==> src/hdl/conv3x3_replicate_border_assert.svh <==
// Assertion macros shared by the 3x3 convolution block.
`ifndef CONV3X3_REPLICATE_BORDER_ASSERT_SVH
`define CONV3X3_REPLICATE_BORDER_ASSERT_SVH

`ifndef ASSERT_OFF

// Same-cycle implication, checked at every rising edge out of reset.
`define ASSERT_IMPLIES(lbl, clk, rst_n, ante, cons) \
	lbl: assert property (@(posedge clk) disable iff (!rst_n) (ante) |-> (cons)) \
		else $error("same-cycle implication failed");

// Next-cycle implication, checked at every rising edge out of reset.
`define ASSERT_NEXT(lbl, clk, rst_n, ante, cons) \
	lbl: assert property (@(posedge clk) disable iff (!rst_n) (ante) |=> (cons)) \
		else $error("next-cycle implication failed");

`else

`define ASSERT_IMPLIES(lbl, clk, rst_n, ante, cons)
`define ASSERT_NEXT(lbl, clk, rst_n, ante, cons)

`endif

`endif

==> src/hdl/c3rb_pkg.sv <==
// Types and constants of the 3x3 replicate-border convolution block.
package c3rb_pkg;

	localparam int PIX_W       = 8;
	localparam int FILT_W      = 28;
	localparam int WIDTH_REG_W = 11;
	localparam int HEIGHT_W    = 13;
	localparam int KROW_W      = 48;
	localparam int CFG_DATA_W  = 48;
	localparam int CFG_IDX_W   = 3;
	localparam int KSIZE       = 3;

	localparam logic KIND_DRAIN = 1'b1;

	localparam logic [WIDTH_REG_W-1:0] WIDTH_RESET  = WIDTH_REG_W'(1024);
	localparam logic [HEIGHT_W-1:0]    HEIGHT_RESET = HEIGHT_W'(1);

	typedef enum logic [CFG_IDX_W-1:0] {
		REG_IMAGE_WIDTH   = 3'd0,
		REG_IMAGE_HEIGHT  = 3'd1,
		REG_KERNEL_TOP    = 3'd2,
		REG_KERNEL_MID    = 3'd3,
		REG_KERNEL_BOTTOM = 3'd4
	} cfg_reg_t;

	typedef logic [PIX_W-1:0] pix_t;

	typedef struct packed {
		logic kind;
		pix_t pixel;
	} pix_item_t;

	typedef struct packed {
		logic signed [FILT_W-1:0] filtered;
		logic                     last_of_run;
		logic                     end_of_frame;
	} res_item_t;

	// One new window column, index 0 is the top row, plus what results it causes.
	typedef struct packed {
		logic [KSIZE-1:0][PIX_W-1:0] column;
		logic                        emit_a;
		logic                        emit_b;
		logic                        a_left_is1;
		logic                        b_left_is2;
		logic                        drain;
	} win_upd_t;

	// Nine taps of one result, [kernel row][kernel column].
	typedef struct packed {
		logic [KSIZE-1:0][KSIZE-1:0][PIX_W-1:0] taps;
		logic                                   last_of_run;
		logic                                   end_of_frame;
	} job_t;

	typedef logic [KSIZE-1:0][KROW_W-1:0] kernel_t;

endpackage

==> src/hdl/c3rb_window.sv <==
// 3x3 window register, result sequencer and tap register.
module c3rb_window
	import c3rb_pkg::*;
(
	input  logic     clk,
	input  logic     arst_n,
	input  logic     upd_valid,
	input  win_upd_t upd,
	output logic     upd_ready,
	output logic     job_valid,
	output job_t     job,
	input  logic     job_ready
);

	pix_t window_q [KSIZE][KSIZE];
	logic pend_a_q;
	logic pend_b_q;
	logic a_left_is1_q;
	logic b_left_is2_q;
	logic drain_q;

	logic job_valid_s3;
	job_t job_s3;

	logic busy;
	logic s3_free;
	logic emit;
	logic final_job;
	logic load;
	job_t job_d;

	assign busy      = pend_a_q | pend_b_q;
	assign s3_free   = !job_valid_s3 || job_ready;
	assign emit      = busy && s3_free;
	assign final_job = pend_a_q ? !pend_b_q : 1'b1;
	assign upd_ready = !busy || (emit && final_job);
	assign load      = upd_valid && upd_ready;

	// Pick the window columns for the pending result; right column is always 2.
	always_comb begin
		job_d = '0;
		for (int r = 0; r < KSIZE; r++) begin
			if (pend_a_q) begin
				job_d.taps[r][0] = a_left_is1_q ? window_q[r][1] : window_q[r][0];
				job_d.taps[r][1] = window_q[r][1];
			end else begin
				job_d.taps[r][0] = b_left_is2_q ? window_q[r][2] : window_q[r][1];
				job_d.taps[r][1] = window_q[r][2];
			end
			job_d.taps[r][2] = window_q[r][2];
		end
		job_d.last_of_run  = final_job;
		job_d.end_of_frame = !pend_a_q && drain_q;
	end

	always_ff @(posedge clk or negedge arst_n) begin
		if (!arst_n) begin
			for (int r = 0; r < KSIZE; r++) begin
				for (int c = 0; c < KSIZE; c++) begin
					window_q[r][c] <= '0;
				end
			end
			pend_a_q     <= 1'b0;
			pend_b_q     <= 1'b0;
			job_valid_s3 <= 1'b0;
		end else begin
			if (load) begin
				for (int r = 0; r < KSIZE; r++) begin
					window_q[r][0] <= window_q[r][1];
					window_q[r][1] <= window_q[r][2];
					window_q[r][2] <= upd.column[r];
				end
				pend_a_q <= upd.emit_a;
				pend_b_q <= upd.emit_b;
			end else if (emit) begin
				if (pend_a_q) begin
					pend_a_q <= 1'b0;
				end else begin
					pend_b_q <= 1'b0;
				end
			end
			if (emit) begin
				job_valid_s3 <= 1'b1;
			end else if (job_ready) begin
				job_valid_s3 <= 1'b0;
			end
		end
	end

	always_ff @(posedge clk) begin
		if (load) begin
			a_left_is1_q <= upd.a_left_is1;
			b_left_is2_q <= upd.b_left_is2;
			drain_q      <= upd.drain;
		end
		if (emit) begin
			job_s3 <= job_d;
		end
	end

	assign job_valid = job_valid_s3;
	assign job       = job_s3;

endmodule

==> config.mk <==
export PLATFORM = sky130hd
export DESIGN_NAME = c3rb_window
export DESIGN_NICKNAME = d
export VERILOG_FILES = /design/src/hdl/conv3x3_replicate_border_assert.svh /design/src/hdl/c3rb_pkg.sv /design/src/hdl/c3rb_window.sv
export SDC_FILE = /design/constraint.sdc
export NUM_CORES = 1
export LEC_CHECK = 0
export BUFFER_PORTS_ARGS = -buffer_cell sky130_fd_sc_hd__buf_2
export CORE_MARGIN = 2
export CORE_UTILIZATION = 25
export CTS_CLUSTER_DIAMETER = 150
export DETAILED_ROUTE_END_ITERATION = 10
export PLACE_DENSITY = 0.39
export SLEW_MARGIN = 10
export SYNTH_ARGS = -nofsm -noshare
export SYNTH_HDL_FRONTEND = slang
export SYNTH_SLANG_ARGS = --single-unit
==> constraint.sdc <==
create_clock -name clk -period 5.4 [get_ports clk]
set_clock_uncertainty 0.15 [all_clocks]
set_input_delay 1.08 -clock clk [delete_from_list [all_inputs] [get_ports clk]]
set_output_delay 1.08 -clock clk [all_outputs]
set_load 0.1 [all_outputs]
==> summary.md <==
| Metric | Value |
|---|---|
| Final wirelength | `around 14 mm` |
| Synth cell count leaders | `edfxtp_1 (77), dfrtp_1 (75), mux2_4 (69)` |
| Cell mode on critical path | `buf_2` |
| Initial antenna violation count | `0` |
| Nets | `530` |
| Adder-Cell Fraction of Synth Area | `0%` |
| # hold bufs at CTS | `0` |
| Final Critical Period | `3.46 ns` |
| CTS root buffer | `clkbuf_16` |
| CTS Buffer Depth | `2` |
| Final hold violation count | `0` |
| Top cell family by delay on the critical path | `simple AND/OR/NAND/NOR gates` |
| Leakage Power | `around 3.3 nW` |
| Placer Congestion | `around 0.63` |
| Gr ovfl total | `0` |
| Die ar. | `around 0.028 mm²` |
| Synth Flop Type | `edfxtp_1` |
| Peak VDD IR | `~230 µV` |
| Peak fanout along the critical path | `8` |
| M1 WL | `6.27 mm` |
| GRT Overall Usage | `10.2%` |
| Slew @ Worst Pin | `0.996 ns` |
| Core Box Area | `between 0.02 and 0.03 mm²` |
| Share of the yosys chip area belonging to registers | `a little under two thirds` |
| Clock slew at reported path FFs | `approximately 0.070 ns` |
| Cell count after synthesis | `390` |
| Storage element area | `0.00419 mm²` |
| Setup Viol. Count Final | `0` |
| Sink Count | `around 150` |
| Num CTS Buffers | `17` |
| Number of top-level pins | `109` |
| Highest Signal Layer | `met4` |
| Critical Path RT | `4.17 ns` |
| Crit-path max cell delay | `approximately 0.53 ns` |
| ANT cells | `0` |
| Number of max-cap violations | `0` |
| Clk_lat worst skew | `~0.41 ns` |
| DR pass1 iterations | `4` |
| Fmax | `approximately 290 MHz` |
| Multi-input gate area | `between 0.002 and 0.0025 mm²` |
| Syn avg cell area | `~17 µm²` |
| Post-route cell area | `0.00801 mm²` |
| Main combinational cell family by area after synthesis | `multiplexers` |
| Outcome | `complete, no violations` |
| Post-CTS Setup Inserts | `0` |
| Crit path DAT | `2.23 ns` |
| Via/cell ratio | `approximately 4.2` |
| Iteration-0 DRC Markers | `~190` |
| Compound-Gate Fraction of Synth Area | `5.38%` |
| DRT antenna net count | `0` |
| Setup_tns | `0 ns` |
| # DRC | `0` |
| Flop and latch count out of synthesis | `around 150` |
| PostCTS Resize Cnt | `0` |
| XOR/XNOR share of the synthesized area | `0%` |
| Final WS setup | `~1.9 ns` |
| Vias in the first global route | `approximately 3,800` |
| Drt wl/cell | `about 16 µm` |
| Die width | `about 170 µm` |
| RSZ-0062 raised after global routing | `false` |
| Cell Area, Synth | `between 0.006 and 0.007 mm²` |
| CTS tree | `done` |
| EDFF count, synth | `between 70 and 80` |
| Slew headroom | `between 30 and 40%` |
| Syn Nets | `roughly 420` |
| Largest net degree at the start of global routing | `between 80 and 90` |
| Cell Rows | `slightly below 60` |
| Synth area leaders | `edfxtp_1 (35%), dfrtp_1 (29%), mux2_4 (16%)` |
| Synth top area share | `35.2%` |
| Crit path cell chain | `buf_2, nor2b_1, o21a_1, nor2_1, buf_2` |
| Worst setup path startpoint | `job_ready` |
| Hold Crit Class | `flip-flop to flip-flop` |
| Power Dens Cells | `slightly below 700 mW/mm²` |
| Area grow syn2layout | `21.8%` |
| Worst slack at placement | `slightly below 2 ns` |
| DR vias | `3,575` |
| RR Startpoint | `pend_a_q` |
| Yosys warns | `0` |
| CTS HTree Levels | `4` |
| Post-detail-place hpwl | `between 7 and 8 mm` |
| Synth unique cells | `24` |
| Post-synthesis simple-gate area fraction | `~3.4%` |
| First-pass GRT wire length | `between 20 and 25 mm` |
| Slowest CP cell | `nor2b_1` |
| Critical path buffers and inverters | `2` |
| Met3 WL | `approximately 530 µm` |
| Mux share of post-synthesis cell area | `23.9%` |
| Filler cells | `about 2,600` |
| WS Path Type | `input port to primary output` |
| Share of cells above drive strength 1 | `48.0%` |
| Final Max Slew Viols | `0` |
| Most numerous cell in the Yosys netlist | `edfxtp_1` |
| Async SR Flop Fraction | `roughly 49%` |
| Startpoint types | `input port` |
| Die Y | `around 170 µm` |
| Wire length on met2 | `~6.5 mm` |
| PortBufs | `108` |
| Worst Min Path Start | `window_q[45]` |
| Endpoint class of the critical path | `primary output` |
| Tcrit/Tclk final | `64.0%` |
| Area post-placement | `0.00738 mm²` |
| Initial Util | `25.4%` |
| Largest area contributor in the netlist | `edfxtp_1` |
-- through the flow --
stage / hold slack [ns] / utilization [%] / power [W] / std cells
global route: 0.369 / 30.9 / 0.00574 / 845
floorplan: 0.330 / - / 0.00391 / 390
CTS: 0.362 / 30.9 / 0.00555 / 845
detailed placement: 0.343 / 28.5 / 0.00423 / 813
global placement: 0.340 / 28.5 / 0.00420 / 813
finish: 0.360 / 30.9 / 0.00547 / 845
-- routing by layer --
| metal | vias to the layer above | global-route usage [%] |
|---|---|---|
| met4 | 0 | 3.52 |
| met3 | 9 | 2.74 |
| met1 | 1813 | 12.9 |
| li1 | 1680 | - |
| met5 | - | 0 |
| met2 | 73 | 16.9 |
-- flip-flops by register name, summed over array words and instances (netlist names) --
signal,cells
a_left_is1_q,1
b_left_is2_q,1
drain_q,1
job,74
job_d,24
job_valid,1
pend_a_q,1
pend_b_q,1
window_q,48
-- power by group --
part / internal (W) / switching, W / leakage [nW] / total (W)
clock network: 0.000792 / 0.000491 / 0.306 / 0.00128
logic: 0.000672 / 0.00151 / 1.43 / 0.00218
registers: 0.00171 / 0.000304 / 1.61 / 0.00201
total: 0.00317 / 0.00230 / 3.34 / 0.00547
-- layout by cell type (no fill, tap or decap), drive strengths merged, types with 2 or more instances in the layout --
cell    Yosys  final
a211oi     23     23
a21oi      26     26
buf        20    114
bufinv      0      4
clkbuf      6     19
clkinv      0      4
dfrtp      75     75
edfxtp     77     77
inv         0      4
mux2       96     96
mux2i      23     23
nand2       2      2
nor2        6      6
nor2b      25     25
o21a        2      2
-- layout make-up --
cell class	instances	area share, %
sequential	152	52.3
timing repair buffer	114	7.50
clock inverter	13	2.36
multi-input combinational	212	27.0
clock buffer	19	5.53
tap	335	5.23
-- worst register-to-register path: stages, from the launching register on --
cell and delay (ns):
dfrtp_4 0.77, or2b_1 0.40, o22ai_4 0.17, buf_12 0.51
mux2_2 0.45
-- worst paths after layout --
path / to / slack [ns] / cells past startpoint
max in group asynchronous: window_q[34] / 3.64 / 2
worst max register to register: window_q[41] / 2.84 / 4
worst min register to register: window_q[45] / 0.36 / 1
worst min-delay path: window_q[45] / 0.36 / 1
worst max-delay path: upd_ready / 1.94 / 5
min in group asynchronous: job_d[21] / 0.45 / 1
-- logic make-up after synthesis --
logic type / count (synthesis)
flops: 152
mux: 119
compound gates: 55
simple gates: 38
buf+inv: 26
(Power assumes the default switching activity.)
