$ cat config.mk
export PLATFORM = sky130hd
export DESIGN_NAME = c3rb_mac_flat
export DESIGN_NICKNAME = d
export VERILOG_FILES = /design/src/hdl/conv3x3_replicate_border_assert.svh /design/src/hdl/c3rb_pkg.sv /design/src/hdl/c3rb_stream_if.sv /design/src/hdl/c3rb_mac.sv /design/src/flat_wrapper.sv
export SDC_FILE = /design/constraint.sdc
export NUM_CORES = 2
export LEC_CHECK = 0
export ABC_AREA = 1
export BUFFER_PORTS_ARGS = -buffer_cell sky130_fd_sc_hd__buf_2
export CAP_MARGIN = 20
export CORE_MARGIN = 1
export CORE_UTILIZATION = 60
export CTS_CLUSTER_SIZE = 14
export DETAILED_ROUTE_END_ITERATION = 16
export PLACE_DENSITY = 0.9
export SETUP_SLACK_MARGIN = 0.2
export SLEW_MARGIN = 40
export SYNTH_ARGS = -nofsm -noshare
export SYNTH_HDL_FRONTEND = slang
export SYNTH_SLANG_ARGS = --single-unit
$ cat constraint.sdc
create_clock -name clk -period 7.3 [get_ports clk]
set_input_delay 0.73 -clock clk [delete_from_list [all_inputs] [get_ports clk]]
set_output_delay 0.73 -clock clk [all_outputs]
set_load 0.02 [all_outputs]
$ cat src/hdl/conv3x3_replicate_border_assert.svh
// Assertion macros shared by the 3x3 convolution block.
`ifndef CONV3X3_REPLICATE_BORDER_ASSERT_SVH
`define CONV3X3_REPLICATE_BORDER_ASSERT_SVH

`ifndef ASSERT_OFF

// Same-cycle implication, checked at every rising edge out of reset.
`define ASSERT_IMPLIES(lbl, clk, rst_n, ante, cons) \
	lbl: assert property (@(posedge clk) disable iff (!rst_n) (ante) |-> (cons)) \
		else $error("same-cycle implication failed");

// Next-cycle implication, checked at every rising edge out of reset.
`define ASSERT_NEXT(lbl, clk, rst_n, ante, cons) \
	lbl: assert property (@(posedge clk) disable iff (!rst_n) (ante) |=> (cons)) \
		else $error("next-cycle implication failed");

`else

`define ASSERT_IMPLIES(lbl, clk, rst_n, ante, cons)
`define ASSERT_NEXT(lbl, clk, rst_n, ante, cons)

`endif

`endif

$ cat src/hdl/c3rb_pkg.sv
// Types and constants of the 3x3 replicate-border convolution block.
package c3rb_pkg;

	localparam int PIX_W       = 8;
	localparam int FILT_W      = 28;
	localparam int WIDTH_REG_W = 11;
	localparam int HEIGHT_W    = 13;
	localparam int KROW_W      = 48;
	localparam int CFG_DATA_W  = 48;
	localparam int CFG_IDX_W   = 3;
	localparam int KSIZE       = 3;

	localparam logic KIND_DRAIN = 1'b1;

	localparam logic [WIDTH_REG_W-1:0] WIDTH_RESET  = WIDTH_REG_W'(1024);
	localparam logic [HEIGHT_W-1:0]    HEIGHT_RESET = HEIGHT_W'(1);

	typedef enum logic [CFG_IDX_W-1:0] {
		REG_IMAGE_WIDTH   = 3'd0,
		REG_IMAGE_HEIGHT  = 3'd1,
		REG_KERNEL_TOP    = 3'd2,
		REG_KERNEL_MID    = 3'd3,
		REG_KERNEL_BOTTOM = 3'd4
	} cfg_reg_t;

	typedef logic [PIX_W-1:0] pix_t;

	typedef struct packed {
		logic kind;
		pix_t pixel;
	} pix_item_t;

	typedef struct packed {
		logic signed [FILT_W-1:0] filtered;
		logic                     last_of_run;
		logic                     end_of_frame;
	} res_item_t;

	// One new window column, index 0 is the top row, plus what results it causes.
	typedef struct packed {
		logic [KSIZE-1:0][PIX_W-1:0] column;
		logic                        emit_a;
		logic                        emit_b;
		logic                        a_left_is1;
		logic                        b_left_is2;
		logic                        drain;
	} win_upd_t;

	// Nine taps of one result, [kernel row][kernel column].
	typedef struct packed {
		logic [KSIZE-1:0][KSIZE-1:0][PIX_W-1:0] taps;
		logic                                   last_of_run;
		logic                                   end_of_frame;
	} job_t;

	typedef logic [KSIZE-1:0][KROW_W-1:0] kernel_t;

endpackage

$ cat src/hdl/c3rb_stream_if.sv


interface c3rb_res_if
	import c3rb_pkg::*;
();
	logic      valid;
	logic      ready;
	res_item_t data;

	modport source (output valid, output data, input ready);
	modport sink (input valid, input data, output ready);
endinterface

$ cat src/hdl/c3rb_mac.sv
// Nine-tap multiply stage and summing result register.
module c3rb_mac
	import c3rb_pkg::*;
#(
	parameter int COEF_BITS = 16
) (
	input  logic    clk,
	input  logic    arst_n,
	input  logic    job_valid,
	input  job_t    job,
	output logic    job_ready,
	input  kernel_t kern,
	c3rb_res_if.source results
);

	localparam int PROD_W = COEF_BITS + PIX_W + 1;
	localparam int SUM_W  = (PROD_W + 4 > FILT_W) ? PROD_W + 4 : FILT_W;

	logic signed [COEF_BITS-1:0] coef [KSIZE][KSIZE];
	logic signed [PROD_W-1:0]    prod_d [KSIZE][KSIZE];
	logic signed [PROD_W-1:0]    prod_s4 [KSIZE][KSIZE];
	logic                        valid_s4;
	logic                        last_s4;
	logic                        eof_s4;
	logic signed [SUM_W-1:0]     acc;
	logic                        res_valid_q;
	res_item_t                   res_q;
	logic                        out_free;
	logic                        s4_free;

	// Coefficient bits past the 48-bit row read as zero.
	for (genvar r = 0; r < KSIZE; r++) begin : g_row
		for (genvar c = 0; c < KSIZE; c++) begin : g_col
			for (genvar b = 0; b < COEF_BITS; b++) begin : g_bit
				if (c * COEF_BITS + b < KROW_W) begin : g_in
					assign coef[r][c][b] = kern[r][c * COEF_BITS + b];
				end else begin : g_out
					assign coef[r][c][b] = 1'b0;
				end
			end
		end
	end

	always_comb begin
		for (int r = 0; r < KSIZE; r++) begin
			for (int c = 0; c < KSIZE; c++) begin
				prod_d[r][c] = $signed({1'b0, job.taps[r][c]}) * coef[r][c];
			end
		end
	end

	always_comb begin
		acc = '0;
		for (int r = 0; r < KSIZE; r++) begin
			for (int c = 0; c < KSIZE; c++) begin
				acc = acc + SUM_W'(prod_s4[r][c]);
			end
		end
	end

	assign out_free  = !res_valid_q || results.ready;
	assign s4_free   = !valid_s4 || out_free;
	assign job_ready = s4_free;

	always_ff @(posedge clk or negedge arst_n) begin
		if (!arst_n) begin
			valid_s4    <= 1'b0;
			res_valid_q <= 1'b0;
		end else begin
			if (s4_free) begin
				valid_s4 <= job_valid;
			end
			if (out_free) begin
				res_valid_q <= valid_s4;
			end
		end
	end

	always_ff @(posedge clk) begin
		if (job_valid && s4_free) begin
			prod_s4 <= prod_d;
			last_s4 <= job.last_of_run;
			eof_s4  <= job.end_of_frame;
		end
		if (valid_s4 && out_free) begin
			res_q.filtered     <= acc[FILT_W-1:0];
			res_q.last_of_run  <= last_s4;
			res_q.end_of_frame <= eof_s4;
		end
	end

	assign results.valid = res_valid_q;
	assign results.data  = res_q;

endmodule

$ cat src/flat_wrapper.sv
// flat-port wrapper written by rule: the top's interface ports become plain ports
module c3rb_mac_flat import c3rb_pkg::*;
#(
	parameter int COEF_BITS = 16
)
  (clk, arst_n, job_valid, job, job_ready, kern, results_valid, results_data, results_ready);
  c3rb_res_if results_i ();
  input  logic clk;
  input  logic arst_n;
  input  logic job_valid;
  input  job_t job;
  output logic job_ready;
  input  kernel_t kern;
  output wire logic [$bits(results_i.valid)-1:0] results_valid;
  output wire logic [$bits(results_i.data)-1:0] results_data;
  input wire logic [$bits(results_i.ready)-1:0] results_ready;
  assign results_valid = results_i.valid;
  assign results_data = results_i.data;
  assign results_i.ready = results_ready;
  c3rb_mac #(.COEF_BITS(COEF_BITS)) u_core (.clk(clk), .arst_n(arst_n), .job_valid(job_valid), .job(job), .job_ready(job_ready), .kern(kern), .results(results_i));
endmodule
==> reports/metrics.csv <==
metric;value;unit
outcome;complete, no violations;
ys_top_cells_by_count;inv_1 (2676), nand2_1 (2430), fa_1 (1074);
overflow;0;
critPathSlowestCell;fa_1;
postCtsSetupBuffers;0;
place.gp.congestion;0.952;
grt_pass1_wl;255000;um
drt_iter0_markers;3964;
cp_data_required_time;7.64;ns
numClockSinks;259;
grt.total_usage;30.4;%
ys_seq_area_share;12.5;%
reg2reg_depth;25;
ys_warn_count;0;
synth-seq-cells;259;
firstDrtPassIters;6;
vias;50200;
hold_end;u_core.last_s4$_DFFE_PP_;
path_clk_slew;0.07;ns
finalHoldViolCount;0;
drc_errors;0;
cts_resized;0;
layout.nets;10100;
synth_area_per_cell;7.43;um2
die_area;104000;um2
ant_nets;0;
syn-num-nets;10100;
drive_above_1_share;4.45;%
rrSetupSlack;1.25;ns
cp-end-kind;flip-flop;
critPathTopFamily;adder cells;
portBuffers;253;
io_pins;254;
critPathKind;flip-flop to flip-flop;
synth_cell_types;30;
min_path_cells;1;
initial_core_util;60.7;%
worstPathArrival;6.39;ns
start_kind;flip-flop;
slew_viol_final;0;
grt_max_degree;143;
synth_edf_count;257;
fmax;165;MHz
netlist_instances;8332;
htree_levels;1;
die_w;323;um
root_buffer;clkbuf_16;
crit_path_max_incr_delay;0.51;ns
clk_latency;0.59;ns
hp-start;job[1];
setup_viol;0;
hold_path_class;input port to flip-flop;
relSlewSlack;35.8;%
synthArstFlopShare;0.772;%
synth_top_cell_by_area;fa_1;
die_y;323;um
crit_top_cell;nand2_1;
wl_per_cell;15.7;um
maxCapViolCount;0;
cts_tree;yes;
path_max_fanout;4;
cts_buffer_depth;3;
tns;0;ns
rsz0062_at_grt;false;
core-area;102000;um2
area_delta_synth_final;4.72;%
nFillCells;8487;
antenna_found_initial;19;
yosysTopAreaCellShare;34.7;%
synth_area;61900;um2
synthFlopType;edfxtp_1;
timing.rr.end;u_core.results.data[22]$_DFFE_PP_;
fin_skew;0.0136;ns
finalCriticalPeriod;6.05;ns
r2r-start;u_core.prod_s4[151]$_DFFE_PP_;
post-route-period-util;82.8;%
wl;153000;um
rows;117;
grt_pass1_vias;52700;
viasPerCell;5.16;
critical_path_buf_inv_count;3;
postCtsHoldBufs;1;
tightest_slew;0.962;ns
synthTopCellsByArea;fa_1 (35%), inv_1 (16%), nand2_1 (15%), edfxtp_1 (12%), ha_1 (10%);
dp_hpwl;133000;um
cts_buffers;29;
synth.most_common_cell;inv_1;
[sequential cells by signal, summed over array words and instances, names as in the netlist]
name                  count
u_core.results.valid      1
u_core.eof_s4             1
u_core.prod_s4          225
u_core.valid_s4           1
u_core.last_s4            1
u_core.results.data      30
[metal layers]
layer	routed length, um	vias up	share of wire [%]	GRT usage, %
li1	-	23600	-	-
met1	60300	24300	39	38.3
met2	77400	1872	51	54.0
met3	10800	375	7.0	4.17
met4	4610	16	3.0	9.27
met5	87	-	0.057	0
[how the worst max path moves through the flow]
stage / start / endpoint / slack (ns) / depth (start not counted)
after floorplan: results_ready / u_core.eof_s4$_DFFE_PP_ / 1.24 / 4
after global placement: u_core.prod_s4[151]$_DFFE_PP_ / u_core.results.data[28]$_DFFE_PP_ / 1.44 / 22
after detailed placement: u_core.prod_s4[151]$_DFFE_PP_ / u_core.results.data[22]$_DFFE_PP_ / 1.34 / 25
after CTS: u_core.prod_s4[151]$_DFFE_PP_ / u_core.results.data[22]$_DFFE_PP_ / 1.33 / 25
after global routing: u_core.prod_s4[151]$_DFFE_PP_ / u_core.results.data[27]$_DFFE_PP_ / 1.0 / 24
final: u_core.prod_s4[151]$_DFFE_PP_ / u_core.results.data[22]$_DFFE_PP_ / 1.25 / 25
[per-stage QoR]
step	cells	hold slack [ns]	worst slack [ns]	cell area (um2)	util [%]
after floorplan	8332	0.400	1.24	61900	-
final	9731	0.323	1.25	64800	63.6
after detailed placement	9668	0.428	1.34	63900	62.6
after CTS	9719	0.306	1.33	64800	63.5
after global routing	9727	0.312	0.999	64800	63.5
after global placement	9666	0.411	1.44	63800	62.6
[worst reg2reg max path: cells and delay by family (launching register included)]
kind	cells	cell delay [ns]
flip-flops	1	0.40
adder cells (fa/ha/maj)	8	3.48
AND/OR/NAND/NOR	11	1.03
AO/OA/AOI/OAI	2	0.47
buffers and inverters	3	0.22
XOR/XNOR	1	0.22
[logic make-up (layout without fill, tap and decap cells)]
family          after synthesis  in the layout  synth area share [%]
simple gates               3084           3084                  19.9
buf+inv                    2969           2988                  18.0
flops                       259            259                  12.5
xor+xnor                    150            150                  2.12
fa+ha+maj                  1578           1578                  44.9
other cells                   0             12                     0
compound gates              292            292                  2.57
[layout by cell type, fill, tap and decap left out, types with 29 or more instances in the layout]
cell type and count:
inv_1 2675, nand2_1 2430, fa_1 1074, ha_1 504, nor2_1 288, edfxtp_1 257, buf_2 253, nand3_1 207
a21oi_1 202, xor2_1 88, nand4_1 74, xnor2_1 62, o21ai_0 51, clkbuf_16 29
[layout make-up]
| type | instances | area (um2) | area share (%) |
|---|---|---|---|
| antenna | 12 | 30.0 | 0.0463 |
| clock buffer | 34 | 744 | 1.15 |
| clock inverter | 16 | 174 | 0.268 |
| inverter | 2681 | 10100 | 15.5 |
| multi-input combinational | 5104 | 43000 | 66.3 |
| sequential | 259 | 7770 | 12.0 |
| tap | 1368 | 1710 | 2.64 |
| timing repair buffer | 257 | 1320 | 2.03 |
Power is left out: the tool's default activity adds up to more than one toggle a clock period on the data nets, which glitch-free logic cannot reach.
